===== config.mk =====
export PLATFORM = sky130hd
export DESIGN_NAME = bounded_key_value_table
export DESIGN_NICKNAME = d
export VERILOG_FILES = /design/src/rtl/kvt_pkg.sv /design/src/rtl/kvt_datapath.sv /design/src/rtl/kvt_ctrl.sv /design/src/rtl/bounded_key_value_table.sv
export SDC_FILE = /design/constraint.sdc
export NUM_CORES = 2
export LEC_CHECK = 0
export BUFFER_PORTS_ARGS = -buffer_cell sky130_fd_sc_hd__buf_2
export CAP_MARGIN = 5
export CORE_MARGIN = 10
export CORE_UTILIZATION = 60
export CTS_BUF_LIST = sky130_fd_sc_hd__clkbuf_8 sky130_fd_sc_hd__clkbuf_16
export CTS_CLUSTER_SIZE = 8
export DETAILED_ROUTE_END_ITERATION = 16
export PLACE_DENSITY = 0.77
export SYNTH_ARGS = -nofsm -noshare
export SYNTH_HDL_FRONTEND = slang
export SYNTH_SLANG_ARGS = --single-unit

===== constraint.sdc =====
create_clock -name clk -period 14.5 [get_ports clk]
set_clock_uncertainty 0.1 [all_clocks]
set_input_delay 1.45 -clock clk [delete_from_list [all_inputs] [get_ports clk]]
set_output_delay 1.45 -clock clk [all_outputs]
set_load 0.05 [all_outputs]

===== src/rtl/kvt_pkg.sv =====
package kvt_pkg;

  localparam int TABLE_DEPTH = 16;
  localparam int IDX_W = (TABLE_DEPTH > 1) ? $clog2(TABLE_DEPTH) : 1;
  localparam int CNT_W = $clog2(TABLE_DEPTH + 1);

  // command codes
  localparam logic [1:0] CMD_ADD = 2'd0;
  localparam logic [1:0] CMD_GET = 2'd1;
  localparam logic [1:0] CMD_DEL = 2'd2;

  // status codes
  localparam logic [1:0] ST_OK        = 2'd0;
  localparam logic [1:0] ST_PRESENT   = 2'd1;
  localparam logic [1:0] ST_FULL      = 2'd2;
  localparam logic [1:0] ST_NOT_FOUND = 2'd3;

  typedef struct packed {
    logic [1:0]  command;
    logic [63:0] lookup_key;
    logic [63:0] new_value;
  } in_req_t;

  typedef struct packed {
    logic [1:0]  status;
    logic [63:0] found_value;
  } out_rsp_t;

  // controller to datapath
  typedef struct packed {
    logic       load;
    logic       scan;
    logic       write_slot;
    logic       clear_slot;
    logic       read_value;
    logic       respond;
    logic [1:0] status;
    logic       use_value;
  } dp_cmd_t;

  // datapath to controller
  typedef struct packed {
    logic       scan_done;
    logic       hit;
    logic       free_avail;
    logic [1:0] command;
  } dp_stat_t;

endpackage


===== src/rtl/kvt_datapath.sv =====
module kvt_datapath (
  input  logic              clk,
  input  logic              rst_n,
  input  kvt_pkg::in_req_t  in_req,
  input  kvt_pkg::dp_cmd_t  cmd,
  output kvt_pkg::dp_stat_t stat,
  output logic              out_valid,
  output kvt_pkg::out_rsp_t out_rsp
);

  kvt_pkg::in_req_t req_r;

  logic [63:0] key_mem [kvt_pkg::TABLE_DEPTH];
  logic [63:0] val_mem [kvt_pkg::TABLE_DEPTH];
  logic [kvt_pkg::TABLE_DEPTH-1:0] valid_r;

  logic [kvt_pkg::CNT_W-1:0] rd_cnt_r;
  logic [kvt_pkg::IDX_W-1:0] rd_idx;
  logic                      issue;

  logic [63:0]               key_q_r;
  logic [kvt_pkg::IDX_W-1:0] cmp_idx_r;
  logic                      cmp_v_r;

  logic                      hit_r;
  logic [kvt_pkg::IDX_W-1:0] hit_idx_r;
  logic                      free_r;
  logic [kvt_pkg::IDX_W-1:0] free_idx_r;

  logic [63:0] val_q_r;

  logic                  out_valid_r;
  kvt_pkg::out_rsp_t     out_rsp_r;

  assign rd_idx = rd_cnt_r[kvt_pkg::IDX_W-1:0];
  assign issue  = cmd.scan && (rd_cnt_r < kvt_pkg::CNT_W'(kvt_pkg::TABLE_DEPTH));

  // request capture and key read port
  always_ff @(posedge clk) begin
    if (cmd.load) begin
      req_r <= in_req;
    end
    if (issue) begin
      key_q_r   <= key_mem[rd_idx];
      cmp_idx_r <= rd_idx;
    end
    if (cmd.write_slot) begin
      key_mem[free_idx_r] <= req_r.lookup_key;
    end
  end

  // value store
  always_ff @(posedge clk) begin
    if (cmd.write_slot) begin
      val_mem[free_idx_r] <= req_r.new_value;
    end
    if (cmd.read_value) begin
      val_q_r <= val_mem[hit_idx_r];
    end
  end

  // scan control, match and first free tracking
  always_ff @(posedge clk) begin
    if (!rst_n) begin
      rd_cnt_r <= '0;
      cmp_v_r  <= 1'b0;
      hit_r    <= 1'b0;
      free_r   <= 1'b0;
    end else if (cmd.load) begin
      rd_cnt_r <= '0;
      cmp_v_r  <= 1'b0;
      hit_r    <= 1'b0;
      free_r   <= 1'b0;
    end else if (cmd.scan) begin
      if (issue) begin
        rd_cnt_r <= rd_cnt_r + kvt_pkg::CNT_W'(1);
      end
      cmp_v_r <= issue;
      if (cmp_v_r) begin
        if (valid_r[cmp_idx_r] && (key_q_r == req_r.lookup_key)) begin
          hit_r <= 1'b1;
        end
        if (!valid_r[cmp_idx_r] && !free_r) begin
          free_r <= 1'b1;
        end
      end
    end
  end

  always_ff @(posedge clk) begin
    if (cmd.scan && cmp_v_r) begin
      if (valid_r[cmp_idx_r] && (key_q_r == req_r.lookup_key)) begin
        hit_idx_r <= cmp_idx_r;
      end
      if (!valid_r[cmp_idx_r] && !free_r) begin
        free_idx_r <= cmp_idx_r;
      end
    end
  end

  // slot valid bits
  always_ff @(posedge clk) begin
    if (!rst_n) begin
      valid_r <= '0;
    end else if (cmd.write_slot) begin
      valid_r[free_idx_r] <= 1'b1;
    end else if (cmd.clear_slot) begin
      valid_r[hit_idx_r] <= 1'b0;
    end
  end

  // result register
  always_ff @(posedge clk) begin
    if (!rst_n) begin
      out_valid_r <= 1'b0;
    end else begin
      out_valid_r <= cmd.respond;
    end
  end

  always_ff @(posedge clk) begin
    if (cmd.respond) begin
      out_rsp_r.status      <= cmd.status;
      out_rsp_r.found_value <= cmd.use_value ? val_q_r : 64'd0;
    end
  end

  assign stat.scan_done  = cmd.scan && cmp_v_r &&
                           (cmp_idx_r == kvt_pkg::IDX_W'(kvt_pkg::TABLE_DEPTH - 1));
  assign stat.hit        = hit_r;
  assign stat.free_avail = free_r;
  assign stat.command    = req_r.command;

  assign out_valid = out_valid_r;
  assign out_rsp   = out_rsp_r;

  a_write_free_slot: assert property (@(posedge clk) disable iff (!rst_n)
    cmd.write_slot |-> (free_r && !hit_r && !valid_r[free_idx_r]))
    else $error("add writes a slot that is in use");

  a_clear_hit_slot: assert property (@(posedge clk) disable iff (!rst_n)
    cmd.clear_slot |-> (hit_r && valid_r[hit_idx_r]))
    else $error("delete clears a slot without a match");

  a_single_strobe: assert property (@(posedge clk) disable iff (!rst_n)
    out_valid_r |=> !out_valid_r)
    else $error("result strobe held for more than one cycle");

endmodule


===== src/rtl/kvt_ctrl.sv =====
module kvt_ctrl (
  input  logic              clk,
  input  logic              rst_n,
  input  logic              start,
  output logic              busy,
  input  kvt_pkg::dp_stat_t stat,
  output kvt_pkg::dp_cmd_t  cmd
);

  typedef enum logic [3:0] {
    S_IDLE   = 4'b0001,
    S_SCAN   = 4'b0010,
    S_DECIDE = 4'b0100,
    S_READ   = 4'b1000
  } state_t;

  state_t state_r, state_nxt;

  always_ff @(posedge clk) begin
    if (!rst_n) begin
      state_r <= S_IDLE;
    end else begin
      state_r <= state_nxt;
    end
  end

  always_comb begin
    state_nxt = state_r;
    cmd       = '0;
    cmd.status = kvt_pkg::ST_OK;
    unique case (state_r)
      S_IDLE: begin
        if (start) begin
          cmd.load  = 1'b1;
          state_nxt = S_SCAN;
        end
      end
      S_SCAN: begin
        cmd.scan = 1'b1;
        if (stat.scan_done) begin
          state_nxt = S_DECIDE;
        end
      end
      S_DECIDE: begin
        state_nxt = S_IDLE;
        case (stat.command)
          kvt_pkg::CMD_ADD: begin
            cmd.respond = 1'b1;
            if (stat.hit) begin
              cmd.status = kvt_pkg::ST_PRESENT;
            end else if (!stat.free_avail) begin
              cmd.status = kvt_pkg::ST_FULL;
            end else begin
              cmd.write_slot = 1'b1;
            end
          end
          kvt_pkg::CMD_GET: begin
            if (stat.hit) begin
              cmd.read_value = 1'b1;
              state_nxt      = S_READ;
            end else begin
              cmd.respond = 1'b1;
              cmd.status  = kvt_pkg::ST_NOT_FOUND;
            end
          end
          kvt_pkg::CMD_DEL: begin
            cmd.respond = 1'b1;
            if (stat.hit) begin
              cmd.clear_slot = 1'b1;
            end else begin
              cmd.status = kvt_pkg::ST_NOT_FOUND;
            end
          end
          default: begin
            cmd.respond = 1'b1;
          end
        endcase
      end
      S_READ: begin
        cmd.respond   = 1'b1;
        cmd.use_value = 1'b1;
        state_nxt     = S_IDLE;
      end
      default: begin
        state_nxt = S_IDLE;
      end
    endcase
  end

  assign busy = (state_r != S_IDLE);

  a_load_only_idle: assert property (@(posedge clk) disable iff (!rst_n)
    cmd.load |-> (state_r == S_IDLE && start))
    else $error("request loaded outside idle");

  a_done_leaves_scan: assert property (@(posedge clk) disable iff (!rst_n)
    (state_r == S_SCAN && stat.scan_done) |=> (state_r == S_DECIDE))
    else $error("scan end not followed by decision");

  a_read_then_respond: assert property (@(posedge clk) disable iff (!rst_n)
    cmd.read_value |=> (cmd.respond && cmd.use_value))
    else $error("value read not followed by a result");

endmodule


===== src/rtl/bounded_key_value_table.sv =====
// channel  | ports                     | handshake
// ---------+---------------------------+-----------------------------------
// request  | start, busy, in_req       | taken at an edge with start && !busy
// result   | out_valid, out_rsp        | one-cycle strobe, no back-pressure
//
// one request at a time: a scan reads one key slot per cycle through a single
// registered key read port and one comparator, then a decision step; a get that
// hits also reads its value through the value read port before its result
// strobe; the next request is taken in the strobe cycle.
// synchronous active-low reset clears the controller and all slot valid bits,
// so the table starts empty with no clearing pass.
// the result is never held: out_valid is high for exactly one cycle.
module bounded_key_value_table (
  input  logic              clk,
  input  logic              rst_n,
  input  logic              start,
  output logic              busy,
  input  kvt_pkg::in_req_t  in_req,
  output logic              out_valid,
  output kvt_pkg::out_rsp_t out_rsp
);

  // command and status between the sequencer and the slot datapath
  kvt_pkg::dp_cmd_t  dp_cmd;
  kvt_pkg::dp_stat_t dp_stat;

  // sequencer: idle, scan, decide, optional value read
  kvt_ctrl u_ctrl (
    .clk   (clk),
    .rst_n (rst_n),
    .start (start),
    .busy  (busy),
    .stat  (dp_stat),
    .cmd   (dp_cmd)
  );

  // key and value stores, valid bits, comparator and result register
  kvt_datapath u_datapath (
    .clk       (clk),
    .rst_n     (rst_n),
    .in_req    (in_req),
    .cmd       (dp_cmd),
    .stat      (dp_stat),
    .out_valid (out_valid),
    .out_rsp   (out_rsp)
  );

endmodule

== Word-level counts from Yosys, hierarchy flattened ==
Memory sizes are Yosys's and may differ from the RTL's. A register that Yosys moved wholly into a read port is not among the register bits.
Cells that the tools add are included.

* Reduce and logical (&&, ||, !) cells: 18
* Order comparisons: 6
* Multiplexer cells: 33
* Bitwise gates (word level): 4
* Equal/unequal tests: 11
* Add/subtract/negate cells: 1

{| class="wikitable"
|+ Operator list
! kind !! number
|-
| $eq A64 B64 Y1 || 1
|-
| $mux W16 || 2
|-
| $and A16 B16 Y16 || 1
|-
| $mux W1 || 16
|-
| $mux W4 || 4
|-
| $not A16 Y16 || 1
|-
| $or A16 B16 Y16 || 1
|-
| $lt A4 B5 Y1 const B || 3
|-
| $pmux W4 S3 || 1
|-
| $demux W1 S4 || 2
|-
| $eq A4 B4 Y1 const B || 2
|-
| $ge A4 B1 Y1 const B || 2
|-
| $reduce_and A2 Y1 || 4
|-
| $logic_and A1 B1 Y1 || 7
|-
| $mux W2 || 3
|-
| $mux W3 || 2
|-
| $pmux W2 S3 || 1
|-
| $reduce_and A3 Y1 || 2
|-
| $add A5 B1 Y5 const B || 1
|-
| $lt A5 B5 Y1 const B || 1
|-
| $bmux W1 S4 || 1
|-
| $eq A4 B1 Y1 const B || 1
|-
| $eq A4 B2 Y1 const B || 1
|-
| $eq A4 B3 Y1 const B || 1
|-
| 10 further kinds || 12
|}

* Word-level logic and storage cells: 90
* Bits in writable memories: 2048
* Output and inout bits: 68
* Input port bits: 133
* Memories: 2
* Register bits: 237

{| class="wikitable"
|+ Memories
! name !! words !! bits a word !! read ports !! clocked after memory_dff !! wr ports !! RTL line !! RTL
|-
| u_datapath.key_mem || 16 || 64 || 1 || 1 || 1 || kvt_datapath.sv:13 || <nowiki>logic [63:0] key_mem [kvt_pkg::TABLE_DEPTH];</nowiki>
|-
| u_datapath.val_mem || 16 || 64 || 1 || 1 || 1 || kvt_datapath.sv:14 || <nowiki>logic [63:0] val_mem [kvt_pkg::TABLE_DEPTH];</nowiki>
|}

== Longest topological paths before layout ==
* Depth in word-level cells: 8
* Depth in mapped cells: 7
* Gate-level depth less buffers: 7

== Cells and area by module ==
A second synthesis with hierarchy kept.

* Cells, all modules: 3532
* Area total of the unflattened synthesis: 89603.4 µm²

{| class="wikitable"
|+ Modules (own cells, without submodules)
! module !! area each (µm²) !! cells each !! seq. area each (µm²) !! instances
|-
| kvt_datapath || 89301.9 || 3493 || 72089.1 || 1
|-
| kvt_ctrl || 301.5 || 39 || 80.1 || 1
|}

== Worst setup path before layout ==
Ideal clock, no wire load.

* Path kind: reg-to-reg
* Start point: register u_ctrl.state_r[3]
* End point: register u_datapath.valid_r[12] (netlist name)
* Period minus slack after synthesis: 11.305 ns
* Required time: 14.302 ns
* Library setup time: 0.098 ns
* Data arrival time: 11.107 ns
* Path buffers: 0
* Cell stages (with the launch flop): 6
* Slack: 3.195 ns
* Cells stage by stage: dfxtp_1 or4b_4 nor3_4 nand3_1 nor3_1 o221a_2

* Longest elaborated chain between the ends: 3
* Elaborated cells between the ends (all ways): 4
* Classes of those cells: 1 x eq/ne; 2 x mux; 1 x reduce/logical

{| class="wikitable"
|+ RTL lines
! element !! RTL line !! RTL
|-
| start: declaration || kvt_ctrl.sv:17 || <nowiki>state_t state_r, state_nxt;</nowiki>
|-
| start signal: assignment || kvt_ctrl.sv:23 || <nowiki>state_r <= state_nxt;</nowiki>
|-
| $eq A4 B3 Y1 * || kvt_ctrl.sv:31 || <nowiki>unique case (state_r)</nowiki>
|-
| $mux W3 * || kvt_ctrl.sv:31 ||
|-
| $mux W16 / $reduce_bool A2 Y1 (equally long branches) || n/a ||
|-
| end signal: assignment || kvt_datapath.sv:104 || <nowiki>valid_r <= '0;</nowiki>
|-
| end signal: indexed assignment || kvt_datapath.sv:106 || <nowiki>valid_r[free_idx_r] <= 1'b1;</nowiki>
|-
| end signal: indexed assignment || kvt_datapath.sv:108 || <nowiki>valid_r[hit_idx_r] <= 1'b0;</nowiki>
|-
| end: declaration || kvt_datapath.sv:15 || <nowiki>logic [kvt_pkg::TABLE_DEPTH-1:0] valid_r;</nowiki>
|}

Every way passes the cells marked *; elsewhere a longest branch is shown, timed or not.
A chain may end at the register's enable or synchronous reset.

== Worst setup path in the final report ==
* Start point: register u_ctrl.state_r[2]
* End point: memory u_datapath.key_mem[14][34], enable pin

* Longest elaborated chain between the ends: 4

{| class="wikitable"
|+ RTL lines
! element !! RTL line !! RTL
|-
| $eq A4 B3 Y1 || kvt_ctrl.sv:31 ||
|-
| $mux W3 || kvt_ctrl.sv:31 ||
|-
| $mux W1 || kvt_datapath.sv:47 || <nowiki>if (cmd.write_slot) begin</nowiki>
|-
| $mux W1 (implied by the code) || kvt_datapath.sv:48 || <nowiki>key_mem[free_idx_r] <= req_r.lookup_key;</nowiki>
|-
| end: declaration || kvt_datapath.sv:13 ||
|}

No other way between the ends.

==> reports/results.md <==
### Status
• **status** completed

### Critical path
• **data arrival time of the critical path** 5270 ps
• **critical path startpoint category** flop
• **cell with the largest stage delay on the worst path** sky130_fd_sc_hd__buf_4
• **capturing element type of the critical path** flop
• **category of the most critical setup path** flop to flop
• **stage delay of the slowest cell on the critical path** 980 ps
• **list of cells traversed by the critical path** or4b_4, nor3_4, nand3_1, nor2_4, buf_4, buf_4
• **biggest fanout along the worst timing path** 62
• **most common cell type on the critical path** sky130_fd_sc_hd__buf_4
• **critical path data required time** 14870 ps

### Power and ir drop
• **maximum ir drop on the vdd rail** 0.0001488 V
• **Leak** 31.74 nW
• **Power per Cell Area** 147.4 nW/µm²
• **PnR Total Power** 15.05 mW

### Timing
• **RSZ-0062 raised after global routing** false
• **setup TNS** 0 ps
• **highest clock rate** 203.7 MHz
• **post-route minimum period** 4908 ps
• **worst slack on hold paths** 385.7 ps
• **actual transition at the worst max-transition pin** 1211 ps
• **Slew headroom** 0.1929
• **number of failing setup endpoints in the final timing report** 0
• **final clock period utilization by the worst path** 0.3385
• **endpoints failing hold** 0
• **max-slew violation count** 0

### Flow run
• **total of max-cap violations** 0

### Synthesis
• **average footprint of a synthesized cell** 25.46 µm²
• **number of nets produced by synthesis** 3652
• **async set or reset register ratio after synthesis** 0
• **number of warning messages in the yosys log** 0
• **number of instances in the synthesized netlist** 3514
• **register bit count reported by yosys** 2413
• **leading area contributor after synthesis** sky130_fd_sc_hd__edfxtp_1
• **top_reg_cell synth** sky130_fd_sc_hd__edfxtp_1
• **top cell types by occurrence after synthesis** sky130_fd_sc_hd__edfxtp_1 (2384), sky130_fd_sc_hd__mux4_2 (644), sky130_fd_sc_hd__clkbuf_1 (89), sky130_fd_sc_hd__and2_1 (65)
• **cell types occupying the most area after synthesis** sky130_fd_sc_hd__edfxtp_1 (80%), sky130_fd_sc_hd__mux4_2 (16%), sky130_fd_sc_hd__dfxtp_1 (0.65%)
• **sequential share of the synthesized area** 0.8067
• **cell area after synthesis** 89460 µm²
• **Post-synth EDFFs** 2384
• **Cell variety after synth** 49
• **top-count cell post-synth** sky130_fd_sc_hd__edfxtp_1
• **share of the synthesized area in the top cell type** 0.8003

### Clock network
• **clock latency on the worst-skew pair** 900 ps
• **count of instances resized after the clock tree is built** 0
• **Inserted Clock Buffers** 351
• **Post-CTS Hold Fix Bufs** 0
• **buffers from clock root to sink, at most** 4
• **CTS tree** yes
• **clock sink total** 2413
• **maximum level of the CTS H-tree** 5
• **buffer cell driving the clock tree root** sky130_fd_sc_hd__clkbuf_16
• **Post-CTS Setup Bufs** 0
• **Worst-path clk slew** 50 ps

### Floorplan
• **I/O Pins** 201
• **chip width** 406.1 µm
• **Die Outline Area** 164900 µm²
• **Placeable Area** 148000 µm²
• **Die H** 406.1 µm
• **initial standard-cell utilization of the core** 0.6044
• **row cnt** 141

### Routing
• **router iterations before antenna repair** 7
• **number of DRC violations after detailed-routing iteration 0** 5760
• **WL final** 217500 µm
• **routed via count divided by cell count** 6.932
• **Remaining DRCs** 0
• **routed vias** 41425
• **mean routed wirelength per cell** 36.40 µm
• **Routed Antenna Nets** 0

### Cells and area
• **share of post-route cells with drive strength above 1** 0.3300
• **# nets final** 4126
• **post-route non-filler standard cell count** 5976
• **FILL cells** 8083
• **sequential standard cell area** 72180 µm²
• **area added between synthesis and finish** 14.17%
• **multi-input gate area in the final layout** 16680 µm²

### Global routing
• **Overflow after GRT** 0
• **pin count of the biggest net entering global routing** 154
• **first-pass GRT wire length** 317300 µm
• **via count of the first global-routing pass** 44287
• **global-route usage over all layers** 0.2681
• **number of antenna violations at the first check in global routing** 3

### Placed design
• **routability-driven placement congestion ratio** 0.7950
• **IO Port Bufs** 200
• **sum of net half-perimeters after detailed placement** 95470 µm
• **# placed instances** 5565

### Min path
• **worst min-delay path class** flop to flop

==> flip-flops by register name, indices dropped and copies added (netlist names) <==
name	flops
u_datapath.out_valid	1
u_datapath.valid_r	16
u_datapath.free_idx_r	4
u_datapath.req_r	128
u_datapath.val_q_r	64
u_datapath.hit_r	1
u_datapath.cmp_v_r	1
u_datapath.rd_cnt_r	5
u_datapath.val_mem	1024
u_datapath.out_rsp	66
u_datapath.hit_idx_r	4
u_datapath.cmp_idx_r	4
u_datapath.free_r	1
u_datapath.key_q_r	64
u_datapath.stat	2
u_ctrl.state_r	4
u_datapath.key_mem	1024
==> layout make-up <==
cell class              count  area share
inverters                  14   0.0005881
clock buffers             355     0.08698
diodes                      3  0.00007351
well taps                1930     0.02364
multi-input cells         931      0.1633
flip-flops and latches   2413      0.7068
clock inverters            53    0.002560
repair buffers            277     0.01607
==> worst max-delay path: cells and delay by family (launching register included) <==
kind                   cells  cell delay [ps]
DFF                        1              410
and+or+nand+nor            4             1890
buffers and inverters      2             1860
==> report_power, final <==
part | internal [mW] | leakage, nW | switching (mW)
clock | 4.28 | 4.66 | 2.74
sequential | 7.76 | 21.6 | 0.138
combinational | 0.0541 | 5.50 | 0.0847
==> metrics by stage <==
| stage | utilization | area, µm² | setup slack, ps |
|---|---|---|---|
| after CTS | 0.6899 | 102100 | 9589 |
| final | 0.6900 | 102100 | 9592 |
| after global routing | 0.6900 | 102100 | 9436 |
| after floorplan | - | 89460 | 3195 |
| after global placement | 0.6282 | 92980 | 9779 |
| after detailed placement | 0.6282 | 92980 | 9726 |
==> path summary, 6_finish.rpt <==
check                         start                         end  slack (ps)  depth (start not counted)
max               u_ctrl.state_r[2]  u_datapath.key_mem[14][34]        9590                          6
min          u_datapath.val_q_r[32]      u_datapath.out_rsp[32]         390                          1
max reg2reg       u_ctrl.state_r[2]  u_datapath.key_mem[14][34]        9590                          6
min reg2reg  u_datapath.val_q_r[32]      u_datapath.out_rsp[32]         390                          1
==> layout by cell type, fill, tap and decap left out, types with 9 or more instances in the layout <==
cell type	count
sky130_fd_sc_hd__nand2b_1	17
sky130_fd_sc_hd__nand4_1	15
sky130_fd_sc_hd__clkbuf_16	355
sky130_fd_sc_hd__inv_1	58
sky130_fd_sc_hd__nand2_1	14
sky130_fd_sc_hd__buf_4	72
sky130_fd_sc_hd__nor2b_1	12
sky130_fd_sc_hd__nor2_4	14
sky130_fd_sc_hd__dfxtp_1	25
sky130_fd_sc_hd__nor2_1	9
sky130_fd_sc_hd__xnor2_1	45
sky130_fd_sc_hd__mux4_2	644
sky130_fd_sc_hd__o221a_2	16
sky130_fd_sc_hd__and2_1	65
sky130_fd_sc_hd__edfxtp_1	2384
sky130_fd_sc_hd__buf_2	200
==> logic make-up after synthesis <==
| kind of cell | after synthesis | synth area share |
|---|---|---|
| and+or+nand+nor | 188 | 0.01280 |
| buffers and inverters | 170 | 0.008154 |
| DFF | 2413 | 0.8067 |
| xor gates and xnor gates | 50 | 0.004895 |
| adders and majority gates | 5 | 0.0006993 |
| AOI/OAI and AO/OA | 39 | 0.004000 |
| muxes | 649 | 0.1627 |
==> routing by layer <==
metal	GRT usage	part of all wire	vias up
li1	-	-	15996
met1	0.3508	0.35	22124
met2	0.4510	0.52	2778
met3	0.05261	0.088	527
met4	0.1009	0.037	0
met5	0.0005846	0	-
Note: power is estimated with default switching activity, not from simulation.
